--- src/design/ecc_pkg.sv ---
`timescale 1ns / 1ps
package ecc_pkg;
    localparam int Floors    = 16;
    localparam int FracBits  = 8;
    localparam int FloorW    = 4;
    localparam int PosW      = 13;
    localparam int VelW      = 10;
    localparam int DistW     = 14;
    localparam logic [PosW-1:0] One       = 13'd256;
    localparam logic [VelW-1:0] VelMax    = 10'd512;
    localparam logic [DistW-1:0] DecelZone = 14'd384;
    localparam logic [VelW-1:0] NearTol   = 10'd13;

    localparam logic [1:0] MOVE_IDLE = 2'd0;
    localparam logic [1:0] MOVE_UP   = 2'd1;
    localparam logic [1:0] MOVE_DOWN = 2'd2;

    localparam logic [1:0] OP_TICK = 2'd0;
    localparam logic [1:0] OP_UP   = 2'd1;
    localparam logic [1:0] OP_DOWN = 2'd2;
    localparam logic [1:0] OP_DEST = 2'd3;

    localparam logic [1:0] REG_FLOORS = 2'd0;
    localparam logic [1:0] REG_ACCEL  = 2'd1;
    localparam logic [1:0] REG_MASK   = 2'd2;
    localparam logic [1:0] REG_HOLD   = 2'd3;

    // controller to datapath commands
    typedef struct packed {
        logic event_op;
        logic tick_start;
        logic scan_clear;
        logic scan_step;
        logic tick_eval;
        logic absorb_step;
    } t_cmd;

    // datapath to controller status
    typedef struct packed {
        logic scan_last;
        logic need_absorb;
        logic absorb_last;
        logic door_busy;
        logic need_rescan;
    } t_status;
endpackage

--- src/design/ecc_if.sv ---
`timescale 1ns / 1ps
interface ecc_in_if;
    logic       valid;
    logic       ready;
    logic [1:0] opcode;
    logic [3:0] floor;
    logic [3:0] dest_floor;
    logic [1:0] request_dir;
    modport source (output valid, opcode, floor, dest_floor, request_dir, input ready);
    modport sink (input valid, opcode, floor, dest_floor, request_dir, output ready);
endinterface

interface ecc_out_if;
    logic        valid;
    logic        ready;
    logic [12:0] car_position;
    logic [9:0]  car_velocity;
    logic [1:0]  travel_dir;
    logic        door_is_open;
    logic        stopped_here;
    modport source (output valid, car_position, car_velocity, travel_dir, door_is_open,
        stopped_here, input ready);
    modport sink (input valid, car_position, car_velocity, travel_dir, door_is_open,
        stopped_here, output ready);
endinterface

--- src/design/ecc_datapath.sv ---
`timescale 1ns / 1ps
module ecc_datapath import ecc_pkg::*; (
    input  logic                i_clk,
    input  logic                i_rst_n,
    input  t_cmd                i_cmd,
    output t_status             o_status,
    input  logic [1:0]          i_opcode,
    input  logic [3:0]          i_floor,
    input  logic [3:0]          i_dest_floor,
    input  logic [1:0]          i_request_dir,
    input  logic                i_cfg_we,
    input  logic [1:0]          i_cfg_idx,
    input  logic [15:0]         i_cfg_data,
    output logic [PosW-1:0]     o_position,
    output logic [VelW-1:0]     o_velocity,
    output logic [1:0]          o_dir,
    output logic                o_door,
    output logic                o_stopped
);
    // configuration
    logic [4:0]  r_floor_count;
    logic [9:0]  r_accel;
    logic [15:0] r_mask;
    logic [7:0]  r_hold;
    // car state
    logic [Floors-1:0] r_queue, r_up, r_down;
    logic [PosW-1:0]   r_pos;
    logic [VelW-1:0]   r_vel;
    logic [1:0]        r_dir;
    logic              r_door;
    logic [7:0]        r_timer;
    logic              r_stopped;
    logic              r_door_tick;   // door was open when the tick began
    // destination request memory, one row per origin floor
    logic [2*Floors-1:0] r_dest_mem [Floors];
    logic [2*Floors-1:0] r_dest_row;
    // scan state
    logic [FloorW-1:0] r_idx;
    logic              r_ahead_v, r_behind_v;
    logic [FloorW-1:0] r_ahead, r_behind;
    logic [DistW-1:0]  r_ahead_d, r_behind_d;
    logic              r_any;
    logic [FloorW-1:0] r_cur;
    logic              r_near_floor;
    logic [1:0]        r_phase;   // 0 first scan, 1 post-stop scan
    logic [FloorW-1:0] r_stop_f;
    logic              r_absorb;
    logic [1:0]        r_abs_dir;

    logic [4:0] served;
    assign served = (r_floor_count < 5'd2) ? 5'd2 :
                    (r_floor_count > 5'd16) ? 5'd16 : r_floor_count;
    logic [PosW-1:0] top_pos;
    assign top_pos = {served, 8'd0};

    // current floor rounding
    logic [PosW-1:0] pos_r;
    logic [FloorW:0] cur_w;
    logic [PosW-1:0] cur_fp;
    logic [PosW-1:0] off_abs;
    assign pos_r  = r_pos + 13'd128;
    assign cur_w  = pos_r[12:8] - 5'd1;
    assign cur_fp = {cur_w + 5'd1, 8'd0};
    assign off_abs = (r_pos > cur_fp) ? r_pos - cur_fp : cur_fp - r_pos;

    // one floor of the target scan
    logic             s_q, s_u, s_d, s_pend, s_same, s_geom, s_is_ahead;
    logic [FloorW:0]  s_idx_p1;
    logic [PosW-1:0]  s_fp;
    logic [DistW-1:0] s_dist;
    assign s_q = r_queue[r_idx];
    assign s_u = r_up[r_idx];
    assign s_d = r_down[r_idx];
    assign s_pend = s_q | s_u | s_d;
    assign s_idx_p1 = {1'b0, r_idx} + 5'd1;
    assign s_fp = {s_idx_p1, 8'd0};
    assign s_dist = {1'b0, (r_pos > s_fp) ? r_pos - s_fp : s_fp - r_pos};
    assign s_same = (r_dir == MOVE_UP && s_u) || (r_dir == MOVE_DOWN && s_d);
    assign s_geom = (r_dir == MOVE_UP && s_fp >= r_pos) ||
                    (r_dir == MOVE_DOWN && s_fp <= r_pos);
    assign s_is_ahead = (r_dir == MOVE_IDLE) || (s_geom && (s_q || s_same));

    logic              tgt_v;
    logic [FloorW-1:0] tgt;
    assign tgt_v = r_ahead_v | r_behind_v;
    assign tgt   = r_ahead_v ? r_ahead : r_behind;

    assign o_status.scan_last   = ({1'b0, r_idx} == served - 5'd1);
    assign o_status.absorb_last = ({1'b0, r_idx} == served - 5'd1);
    assign o_status.need_absorb = r_absorb;
    assign o_status.door_busy   = r_door_tick;
    assign o_status.need_rescan = (r_phase == 2'd1);

    // movement arithmetic
    logic [FloorW:0]  tgt_p1;
    logic [PosW-1:0]  tp;
    logic [DistW-1:0] tdist;
    logic [VelW+1:0]  v_ext;
    logic [VelW-1:0]  v_new;
    logic [PosW:0]    p_new;
    logic [PosW-1:0]  p_clamp;
    assign tgt_p1 = {1'b0, tgt} + 5'd1;
    assign tp = {tgt_p1, 8'd0};
    assign tdist = {1'b0, (r_pos > tp) ? r_pos - tp : tp - r_pos};
    always_comb begin
        if (tdist < DecelZone) v_ext = {2'b0, r_vel} - {2'b0, r_accel};
        else v_ext = {2'b0, r_vel} + {2'b0, r_accel};
        if (!v_ext[VelW+1] && v_ext > {2'b0, VelMax}) v_new = VelMax;
        else if (v_ext[VelW+1] || v_ext < {2'b0, NearTol}) v_new = NearTol;
        else v_new = v_ext[VelW-1:0];
        if (r_dir == MOVE_UP) p_new = {1'b0, r_pos} + {4'b0, v_new};
        else p_new = {1'b0, r_pos} - {4'b0, v_new};
        if (p_new[PosW] || p_new[PosW-1:0] < One) p_clamp = One;
        else if (p_new[PosW-1:0] > top_pos) p_clamp = top_pos;
        else p_clamp = p_new[PosW-1:0];
    end

    // destination entry of the stop floor under the absorb index
    logic [1:0] a_r;
    assign a_r = r_dest_row[{r_idx, 1'b0} +: 2];

    // destination memory: row read at the decision, cleared while absorbing
    always_ff @(posedge i_clk) begin
        if (!i_rst_n) begin
            for (int i = 0; i < Floors; i++) r_dest_mem[i] <= '0;
        end else begin
            if (i_cmd.tick_eval) r_dest_row <= r_dest_mem[r_cur];
            if (i_cmd.event_op && i_opcode == OP_DEST && {1'b0, i_floor} < served &&
                {1'b0, i_dest_floor} < served)
                r_dest_mem[i_floor][{i_dest_floor, 1'b0} +: 2] <= i_request_dir;
            else if (i_cmd.absorb_step && (a_r == r_abs_dir))
                r_dest_mem[r_stop_f][{r_idx, 1'b0} +: 2] <= 2'd0;
        end
    end

    always_ff @(posedge i_clk) begin
        if (!i_rst_n) begin
            r_floor_count <= 5'd16;
            r_accel <= 10'd26;
            r_mask <= 16'hFFFF;
            r_hold <= 8'd50;
            r_queue <= '0; r_up <= '0; r_down <= '0;
            r_pos <= One; r_vel <= '0; r_dir <= MOVE_IDLE;
            r_door <= 1'b0; r_timer <= '0; r_stopped <= 1'b0; r_door_tick <= 1'b0;
            r_idx <= '0; r_ahead_v <= 1'b0; r_behind_v <= 1'b0; r_any <= 1'b0;
            r_phase <= 2'd0; r_absorb <= 1'b0;
        end else begin
            // configuration writes
            if (i_cfg_we) begin
                case (i_cfg_idx)
                    REG_FLOORS: begin
                        r_floor_count <= i_cfg_data[4:0];
                        if (r_pos < One) r_pos <= One;
                        else if (r_pos > {(i_cfg_data[4:0] < 5'd2) ? 5'd2 :
                            (i_cfg_data[4:0] > 5'd16) ? 5'd16 : i_cfg_data[4:0], 8'd0})
                            r_pos <= {(i_cfg_data[4:0] < 5'd2) ? 5'd2 :
                                (i_cfg_data[4:0] > 5'd16) ? 5'd16 : i_cfg_data[4:0], 8'd0};
                    end
                    REG_ACCEL: r_accel <= i_cfg_data[9:0];
                    REG_MASK:  r_mask <= i_cfg_data;
                    REG_HOLD:  r_hold <= i_cfg_data[7:0];
                    default: ;
                endcase
            end
            // event updates
            if (i_cmd.event_op) begin
                r_stopped <= 1'b0;
                if ({1'b0, i_floor} < served) begin
                    if (i_opcode == OP_UP) r_up[i_floor] <= 1'b1;
                    else if (i_opcode == OP_DOWN) r_down[i_floor] <= 1'b1;
                end
            end
            // tick entry: door timer
            if (i_cmd.tick_start) begin
                r_stopped <= 1'b0;
                r_door_tick <= r_door;
                r_cur <= cur_w[FloorW-1:0];
                r_near_floor <= ({3'b0, NearTol} > off_abs);
                r_phase <= 2'd0;
                r_absorb <= 1'b0;
                if (r_door) begin
                    if (r_timer + 8'd1 >= r_hold) begin
                        r_door <= 1'b0; r_timer <= '0;
                    end else r_timer <= r_timer + 8'd1;
                end
            end
            if (i_cmd.scan_clear) begin
                r_idx <= '0; r_ahead_v <= 1'b0; r_behind_v <= 1'b0; r_any <= 1'b0;
            end
            // one floor of nearest search per cycle
            if (i_cmd.scan_step) begin
                if (s_pend) begin
                    r_any <= 1'b1;
                    if (s_is_ahead) begin
                        if (!r_ahead_v || s_dist < r_ahead_d) begin
                            r_ahead_v <= 1'b1; r_ahead <= r_idx; r_ahead_d <= s_dist;
                        end
                    end else if (!r_behind_v || s_dist < r_behind_d) begin
                        r_behind_v <= 1'b1; r_behind <= r_idx; r_behind_d <= s_dist;
                    end
                end
                r_idx <= r_idx + 4'd1;
            end
            // decision after a scan
            if (i_cmd.tick_eval) begin
                r_idx <= '0;
                if (r_phase == 2'd1) begin
                    if (!tgt_v || tgt == r_cur) r_dir <= MOVE_IDLE;
                    else r_dir <= (tgt > r_cur) ? MOVE_UP : MOVE_DOWN;
                end else if (r_dir == MOVE_IDLE) begin
                    if (!r_any) r_vel <= '0;
                    else if (tgt == r_cur) begin
                        r_stopped <= 1'b1;
                        r_vel <= '0; r_door <= 1'b1; r_queue[r_cur] <= 1'b0;
                        r_up[r_cur] <= 1'b0; r_down[r_cur] <= 1'b0;
                        r_stop_f <= r_cur;
                        r_abs_dir <= r_up[r_cur] ? MOVE_UP : MOVE_DOWN;
                        r_absorb <= r_up[r_cur] | r_down[r_cur];
                    end else r_dir <= (tgt > r_cur) ? MOVE_UP : MOVE_DOWN;
                end else if (r_near_floor && (r_queue[r_cur] ||
                        (r_dir == MOVE_UP && r_up[r_cur]) ||
                        (r_dir == MOVE_DOWN && r_down[r_cur]) ||
                        (tgt_v && tgt == r_cur))) begin
                    r_stopped <= 1'b1; r_phase <= 2'd1;
                    r_vel <= '0; r_door <= 1'b1; r_queue[r_cur] <= 1'b0;
                    r_up[r_cur] <= 1'b0; r_down[r_cur] <= 1'b0;
                    r_stop_f <= r_cur;
                    if (r_queue[r_cur] || (r_dir == MOVE_UP && r_up[r_cur]) ||
                        (r_dir == MOVE_DOWN && r_down[r_cur])) begin
                        r_abs_dir <= r_dir;
                        r_absorb <= (r_dir == MOVE_UP && r_up[r_cur]) ||
                                    (r_dir == MOVE_DOWN && r_down[r_cur]);
                    end else begin
                        r_abs_dir <= r_up[r_cur] ? MOVE_UP : MOVE_DOWN;
                        r_absorb <= r_up[r_cur] | r_down[r_cur];
                        if (r_up[r_cur]) r_dir <= MOVE_UP;
                        else if (r_down[r_cur]) r_dir <= MOVE_DOWN;
                    end
                end else if (!tgt_v) begin
                    r_dir <= MOVE_IDLE; r_vel <= '0;
                end else begin
                    r_vel <= v_new; r_pos <= p_clamp;
                end
            end
            // absorb destinations of the stop floor
            if (i_cmd.absorb_step) begin
                if (a_r == r_abs_dir && r_mask[r_idx]) r_queue[r_idx] <= 1'b1;
                r_idx <= r_idx + 4'd1;
                if (o_status.absorb_last) r_absorb <= 1'b0;
            end
        end
    end

    assign o_position = r_pos;
    assign o_velocity = r_vel;
    assign o_dir = r_dir;
    assign o_door = r_door;
    assign o_stopped = r_stopped;
endmodule

--- src/design/ecc_ctrl.sv ---
`timescale 1ns / 1ps
module ecc_ctrl import ecc_pkg::*; (
    input  logic    i_clk,
    input  logic    i_rst_n,
    input  logic    i_in_valid,
    output logic    o_in_ready,
    input  logic [1:0] i_opcode,
    output logic    o_out_valid,
    input  logic    i_out_ready,
    output t_cmd    o_cmd,
    input  t_status i_status
);
    typedef enum logic [6:0] {
        S_IDLE   = 7'b0000001,
        S_DOOR   = 7'b0000010,
        S_SCAN   = 7'b0000100,
        S_EVAL   = 7'b0001000,
        S_ABSORB = 7'b0010000,
        S_RESCAN = 7'b0100000,
        S_DONE   = 7'b1000000
    } t_state;

    t_state r_state, n_state;
    logic   r_post;   // second scan after a stop
    logic   n_post;
    logic   r_out_valid;

    assign o_in_ready  = (r_state == S_IDLE) && !r_out_valid;
    assign o_out_valid = r_out_valid;

    // sequencing
    always_comb begin
        n_state = r_state;
        n_post  = r_post;
        o_cmd   = '0;
        case (r_state)
            S_IDLE: if (i_in_valid && o_in_ready) begin
                if (i_opcode == OP_TICK) begin
                    o_cmd.tick_start = 1'b1;
                    n_state = S_DOOR;
                end else begin
                    o_cmd.event_op = 1'b1;
                    n_state = S_DONE;
                end
            end
            S_DOOR: begin
                o_cmd.scan_clear = 1'b1;
                n_post = 1'b0;
                n_state = i_status.door_busy ? S_DONE : S_SCAN;
            end
            S_SCAN: begin
                o_cmd.scan_step = 1'b1;
                if (i_status.scan_last) n_state = S_EVAL;
            end
            S_EVAL: begin
                o_cmd.tick_eval = 1'b1;
                n_state = S_ABSORB;
            end
            S_ABSORB: begin
                if (r_post) n_state = S_DONE;
                else if (i_status.need_absorb) begin
                    o_cmd.absorb_step = 1'b1;
                    if (i_status.absorb_last) n_state = S_RESCAN;
                end else n_state = S_RESCAN;
            end
            // a stop while moving needs a second scan for the next direction
            S_RESCAN: begin
                if (i_status.need_rescan && !r_post) begin
                    o_cmd.scan_clear = 1'b1;
                    n_post = 1'b1;
                    n_state = S_SCAN;
                end else n_state = S_DONE;
            end
            S_DONE: n_state = S_IDLE;
            default: n_state = S_IDLE;
        endcase
    end

    always_ff @(posedge i_clk) begin
        if (!i_rst_n) begin
            r_state <= S_IDLE;
            r_post <= 1'b0;
            r_out_valid <= 1'b0;
        end else begin
            r_state <= n_state;
            r_post <= n_post;
            if (r_state == S_DONE) r_out_valid <= 1'b1;
            else if (i_out_ready) r_out_valid <= 1'b0;
        end
    end

    a_one_hot: assert property (@(posedge i_clk) disable iff (!i_rst_n) $onehot(r_state))
        else $error("state not one-hot");
    a_no_accept_busy: assert property (@(posedge i_clk) disable iff (!i_rst_n)
        o_in_ready |-> !r_out_valid) else $error("accept while result waits");
    a_done_valid: assert property (@(posedge i_clk) disable iff (!i_rst_n)
        r_state == S_DONE |=> r_out_valid) else $error("result lost");
endmodule

--- src/design/elevator_car_controller.sv ---
`timescale 1ns / 1ps
// elevator car controller
// input channel: one transaction per event or tick (opcode, floor, dest_floor,
// request_dir); output channel: one transaction per input with car state
// configuration: plain write port, index 0 floor count, 1 acceleration,
// 2 floor present mask, 3 door hold ticks; write only while idle
// an event updates the call or destination state; a tick with the door open
// only advances the door timer; any other tick runs the one-floor-per-cycle
// nearest-request scan, the destination absorb after a stop and, for a stop
// while moving, a second scan for the next direction
// a new item is taken the cycle after the previous result has been taken
// reset: car at floor zero (position 1.0), idle, door closed, all calls clear
// receiver stall: the result holds in the output register and input stays
// blocked until it is taken
module elevator_car_controller import ecc_pkg::*; (
    input  logic        i_clk,
    input  logic        i_rst_n,
    ecc_in_if.sink      in_ch,
    ecc_out_if.source   out_ch,
    input  logic        i_cfg_we,
    input  logic [1:0]  i_cfg_idx,
    input  logic [15:0] i_cfg_data
);
    t_cmd    cmd;
    t_status status;
    logic    in_ready, out_valid;

    ecc_ctrl u_ctrl (
        .i_clk(i_clk), .i_rst_n(i_rst_n),
        .i_in_valid(in_ch.valid), .o_in_ready(in_ready), .i_opcode(in_ch.opcode),
        .o_out_valid(out_valid), .i_out_ready(out_ch.ready),
        .o_cmd(cmd), .i_status(status)
    );

    ecc_datapath u_dp (
        .i_clk(i_clk), .i_rst_n(i_rst_n), .i_cmd(cmd), .o_status(status),
        .i_opcode(in_ch.opcode), .i_floor(in_ch.floor), .i_dest_floor(in_ch.dest_floor),
        .i_request_dir(in_ch.request_dir),
        .i_cfg_we(i_cfg_we), .i_cfg_idx(i_cfg_idx), .i_cfg_data(i_cfg_data),
        .o_position(out_ch.car_position), .o_velocity(out_ch.car_velocity),
        .o_dir(out_ch.travel_dir), .o_door(out_ch.door_is_open),
        .o_stopped(out_ch.stopped_here)
    );

    assign in_ch.ready  = in_ready;
    assign out_ch.valid = out_valid;
endmodule

--- src/flat_wrapper.sv ---
// flat-port wrapper written by rule: the top's interface ports become plain ports
module elevator_car_controller_flat import ecc_pkg::*;
  (i_clk, i_rst_n, i_cfg_we, i_cfg_idx, i_cfg_data, in_ch_valid, in_ch_opcode, in_ch_floor, in_ch_dest_floor, in_ch_request_dir, in_ch_ready, out_ch_valid, out_ch_car_position, out_ch_car_velocity, out_ch_travel_dir, out_ch_door_is_open, out_ch_stopped_here, out_ch_ready);
  ecc_in_if in_ch_i ();
  ecc_out_if out_ch_i ();
  input  logic i_clk;
  input  logic i_rst_n;
  input  logic i_cfg_we;
  input  logic [1:0] i_cfg_idx;
  input  logic [15:0] i_cfg_data;
  input wire logic [$bits(in_ch_i.valid)-1:0] in_ch_valid;
  input wire logic [$bits(in_ch_i.opcode)-1:0] in_ch_opcode;
  input wire logic [$bits(in_ch_i.floor)-1:0] in_ch_floor;
  input wire logic [$bits(in_ch_i.dest_floor)-1:0] in_ch_dest_floor;
  input wire logic [$bits(in_ch_i.request_dir)-1:0] in_ch_request_dir;
  output wire logic [$bits(in_ch_i.ready)-1:0] in_ch_ready;
  output wire logic [$bits(out_ch_i.valid)-1:0] out_ch_valid;
  output wire logic [$bits(out_ch_i.car_position)-1:0] out_ch_car_position;
  output wire logic [$bits(out_ch_i.car_velocity)-1:0] out_ch_car_velocity;
  output wire logic [$bits(out_ch_i.travel_dir)-1:0] out_ch_travel_dir;
  output wire logic [$bits(out_ch_i.door_is_open)-1:0] out_ch_door_is_open;
  output wire logic [$bits(out_ch_i.stopped_here)-1:0] out_ch_stopped_here;
  input wire logic [$bits(out_ch_i.ready)-1:0] out_ch_ready;
  assign in_ch_i.valid = in_ch_valid;
  assign in_ch_i.opcode = in_ch_opcode;
  assign in_ch_i.floor = in_ch_floor;
  assign in_ch_i.dest_floor = in_ch_dest_floor;
  assign in_ch_i.request_dir = in_ch_request_dir;
  assign in_ch_ready = in_ch_i.ready;
  assign out_ch_valid = out_ch_i.valid;
  assign out_ch_car_position = out_ch_i.car_position;
  assign out_ch_car_velocity = out_ch_i.car_velocity;
  assign out_ch_travel_dir = out_ch_i.travel_dir;
  assign out_ch_door_is_open = out_ch_i.door_is_open;
  assign out_ch_stopped_here = out_ch_i.stopped_here;
  assign out_ch_i.ready = out_ch_ready;
  elevator_car_controller u_core (.i_clk(i_clk), .i_rst_n(i_rst_n), .in_ch(in_ch_i), .out_ch(out_ch_i), .i_cfg_we(i_cfg_we), .i_cfg_idx(i_cfg_idx), .i_cfg_data(i_cfg_data));
endmodule
--- config.mk ---
export PLATFORM = sky130hd
export DESIGN_NAME = elevator_car_controller_flat
export DESIGN_NICKNAME = d
export VERILOG_FILES = /design/src/design/ecc_pkg.sv /design/src/design/ecc_if.sv /design/src/design/ecc_datapath.sv /design/src/design/ecc_ctrl.sv /design/src/design/elevator_car_controller.sv /design/src/flat_wrapper.sv
export SDC_FILE = /design/constraint.sdc
export NUM_CORES = 2
export LEC_CHECK = 0
export ABC_CLOCK_PERIOD_IN_PS = 9000
export BUFFER_PORTS_ARGS = -buffer_cell sky130_fd_sc_hd__buf_2
export CORE_MARGIN = 8
export CORE_UTILIZATION = 52
export DETAILED_ROUTE_END_ITERATION = 8
export GPL_ROUTABILITY_DRIVEN = 0
export PLACE_DENSITY = 0.79
export SETUP_SLACK_MARGIN = 0.02
export SLEW_MARGIN = 20
export SYNTH_ARGS = -nofsm -noshare
export SYNTH_HDL_FRONTEND = slang
export SYNTH_HIERARCHICAL = 1
export SYNTH_SLANG_ARGS = --single-unit
--- constraint.sdc ---
create_clock -name i_clk -period 9 [get_ports i_clk]
set_input_delay 1.35 -clock i_clk [delete_from_list [all_inputs] [get_ports i_clk]]
set_output_delay 1.35 -clock i_clk [all_outputs]
set_load 0.005 [all_outputs]
==> impl_metrics.toml <==
[setup_path]
worst-endpoint-required_ps = 9520
crit_buf_inv = 5
worstSetupPathType = "register to register"
critPathLaunchType = "register"
cp_top_family = "compound AO/OA/AOI/OAI gates"
crit_path_top_delay_cell = "or4b_4"
cp_slowest_stage_delay_ps = 480
critPathMostFrequentCell = "nand4_1"
crit_path_end_kind = "register"
cp.arrival_ps = 9100
critPathMaxFanout = 19

[logic_synthesis]
async_flop_share_pct = 0
synth_flop_cell = "edfxtp_1"
ys_seq_area_share_pct = 53.00
yosysTopAreaCell = "edfxtp_1"
syn_avg_cell_area_um2 = 11.33
synth.top_cells.by_count = "688 x nor2_1, 589 x edfxtp_1, 235 x clkbuf_1"
synth_edf_count = 589
yosysMostFrequentCell = "nor2_1"
netlist_area_um2 = 38740
synth_top_area_share_pct = 45.66
ys_types = 101
ys_top_cells_by_area = "edfxtp_1 46%, mux4_2 12%, dfxtp_1 7.3%"
synthCells = 3419
synth_seq_cells = 731
yosysWarnings = 6
synth_nets = 3589

[die]
fp.dieH_um = 288.9
initial_core_util_pct = 52.30
die_area_um2 = 83480
core.rowCount = 100
ioPinCount = 64
core_um2 = 74070
dieWidth_um = 288.9

[routing]
route.detailed.drc = 0
drt_iter0_drc = 3152
wirelength_um = 99790
dr.pass1.iters = 7
detail-route-antenna-nets = 0
viasPerCell = 6.383
vias = 28065
post_drt_wl_per_cell_um = 22.70

[layout]
areaGrowthSynthToFinish_pct = 9.890
layout.nets = 3531
fin_cells = 4397
fillers = 5817
layout-drive-gt1-share_pct = 16.04

[global_route]
grt-ovfl-total = 0
grtUsageTotal_pct = 23.19
grt_pass1_wl_um = 152500
grt_pass1_vias = 27382
grt_max_degree = 148
antenna_found_initial = 8

[clock_network]
cts.clk_slew.worst_paths_ps = 60
clock_latency_ps = 640
cts_tree = "built"
numCtsBuffers = 77
htreeDepth = 3
root_buffer = "clkbuf_16"
clock_path_buffers = 3
cts_sinks = 731

[pwr]
p_switching_uw = 1680
power.density_nw_per_um2 = 174.1
power_frac_clock_pct = 42.7
pwr-share-seq_pct = 50.8
p_int_uw = 5729
power_frac_comb_pct = 6.6
ir_drop_uv = 189.0
p_leak_uw = 0.01514
switching_share_pct = 22.68

[placement]
dp_worst_setup_slack_ps = -5.909
hpwl_um = 64340
dpl.cell_count = 4242
port_buffers = 63

[sta]
fmax_mhz = 116.6
period_minus_slack_ps = 8578
tightest_slew_ps = 1151
finalClockSkew_ps = 43.86
maxSlewHeadroom_pct = 23.09
drv_slew = 0
setup_slack_ps = 421.7
holdWs_ps = 463.3
final.period_utilization_pct = 95.31
setup_viol_count_final = 0
hold_violations = 0

[worst_hold_path]
hp-class = "register to register"

[status]
status = "completed"

[flow_run]
max_cap_violations = 0
## cells by family (layout without fill, tap and decap cells)
family / count (synthesis) / after routing / synth area share (%)
AND/OR/NAND/NOR: 1174 / 1174 / 13.34
flip-flops: 731 / 731 / 53.00
AO/OA/AOI/OAI: 677 / 677 / 10.88
buffers and inverters: 402 / 406 / 4.083
multiplexers: 234 / 234 / 12.73
adder cells (fa/ha/maj): 136 / 136 / 4.483
XOR/XNOR: 65 / 65 / 1.489
other: 0 / 5 / 0
## final timing paths
check,start,end,slack (ps),depth (start not counted)
setup / recovery,u_core/u_dp/r_ahead_v,u_core/u_dp/o_position[9],420,40
hold / removal,u_core/u_dp/r_hold[2],u_core/u_dp/r_hold[2],460,2
setup reg to reg,u_core/u_dp/r_ahead_v,u_core/u_dp/o_position[9],420,40
hold reg to reg,u_core/u_dp/r_hold[2],u_core/u_dp/r_hold[2],460,2
## layer usage
| metal | vias up | routed length (µm) | global-route usage, % |
|---|---|---|---|
| li1 | 12391 | - | - |
| met3 | 303 | 10110 | 4.501 |
| met2 | 1650 | 48220 | 38.77 |
| met5 | - | 58 | 0 |
| met1 | 13713 | 37400 | 29.63 |
| met4 | 8 | 4006 | 9.481 |
## power by group through the flow
| stage | Clock [µW] | Combinational, µW | Sequential (µW) |
|---|---|---|---|
| after detailed placement | 0 | 464 | 3830 |
| after floorplan | 0 | 332 | 3820 |
| after global routing | 3320 | 523 | 3770 |
| after global placement | 0 | 450 | 3830 |
| final | 3160 | 487 | 3760 |
| after CTS | 3200 | 467 | 3760 |
## timing repair
action                                  CTS  global route
hold buffers                              0             0
resized for setup                         1            28
gates cloned                              0             0
setup buffers                             0             9
endpoints found under the setup margin    5            12
pin swaps                                 0            14
## area by class of cell
cell class,instances,area [µm²],share of cell area [%]
Antenna cell,5,12.51,0.02939
Clock inverter,35,356.6,0.8377
Multi-Input combinational cell,2286,16820,39.52
Timing Repair Buffer,144,973.4,2.287
Inverter,121,454.2,1.067
Tap cell,969,1212,2.848
Clock buffer,106,2201,5.170
Sequential cell,731,20530,48.24
## through the flow
| step | power [µW] | util (%) | instance area, µm² | TNS [ps] |
|---|---|---|---|---|
| 3_5_place_dp | 4296 | 53.71 | 39780 | -5.909 |
| 4_1_cts | 7426 | 57.16 | 42340 | 0 |
| 6_report | 7410 | 57.47 | 42570 | 0 |
| 5_1_grt | 7611 | 57.46 | 42560 | -414.6 |
| 2_1_floorplan | 4148 | - | 38740 | 0 |
| 3_3_place_gp | 4277 | 53.71 | 39780 | 0 |
## cell usage in the layout, fill, tap and decap left out, types with 39 or more instances in the layout
| master | n |
|---|---|
| mux4_2 | 205 |
| clkbuf_16 | 81 |
| nor2_1 | 686 |
| dfxtp_1 | 139 |
| nand2_1 | 172 |
| xnor2_1 | 39 |
| o21ai_0 | 213 |
| nand3_1 | 55 |
| buf_2 | 62 |
| nand2b_1 | 43 |
| buf_4 | 77 |
| edfxtp_1 | 589 |
| o21ai_1 | 103 |
| ha_1 | 126 |
| a21oi_1 | 90 |
| o21a_1 | 51 |
| inv_1 | 117 |
## state kept, by name, summed over array words and instances, names as in the netlist, 4 cells and up
name                       cells
u_core/u_dp/r_queue           16
u_core/u_dp/r_mask            16
u_core/u_dp/r_stop_f           4
u_core/u_dp/r_timer            8
u_core/u_dp/r_floor_count      5
u_core/u_dp/r_idx              4
u_core/u_dp/r_dest_row        32
u_core/u_dp/r_ahead_d         13
u_core/u_dp/o_velocity        10
u_core/u_dp/o_position        13
u_core/u_dp/r_behind           4
u_core/u_dp/r_ahead            4
u_core/u_dp/r_hold             8
u_core/u_dp/r_behind_d        13
u_core/u_dp/r_up              16
u_core/u_ctrl/r_state          7
u_core/u_dp/r_cur              4
u_core/u_dp/r_down            16
u_core/u_dp/r_dest_mem       512
u_core/u_dp/r_accel           10
## tightest hold or removal path, cell delays in order, from the launching register on
cell and delay, ps:
dfxtp_1 310, nand2_1 50, a21oi_1 50
Power figures use the tool's default switching activity.
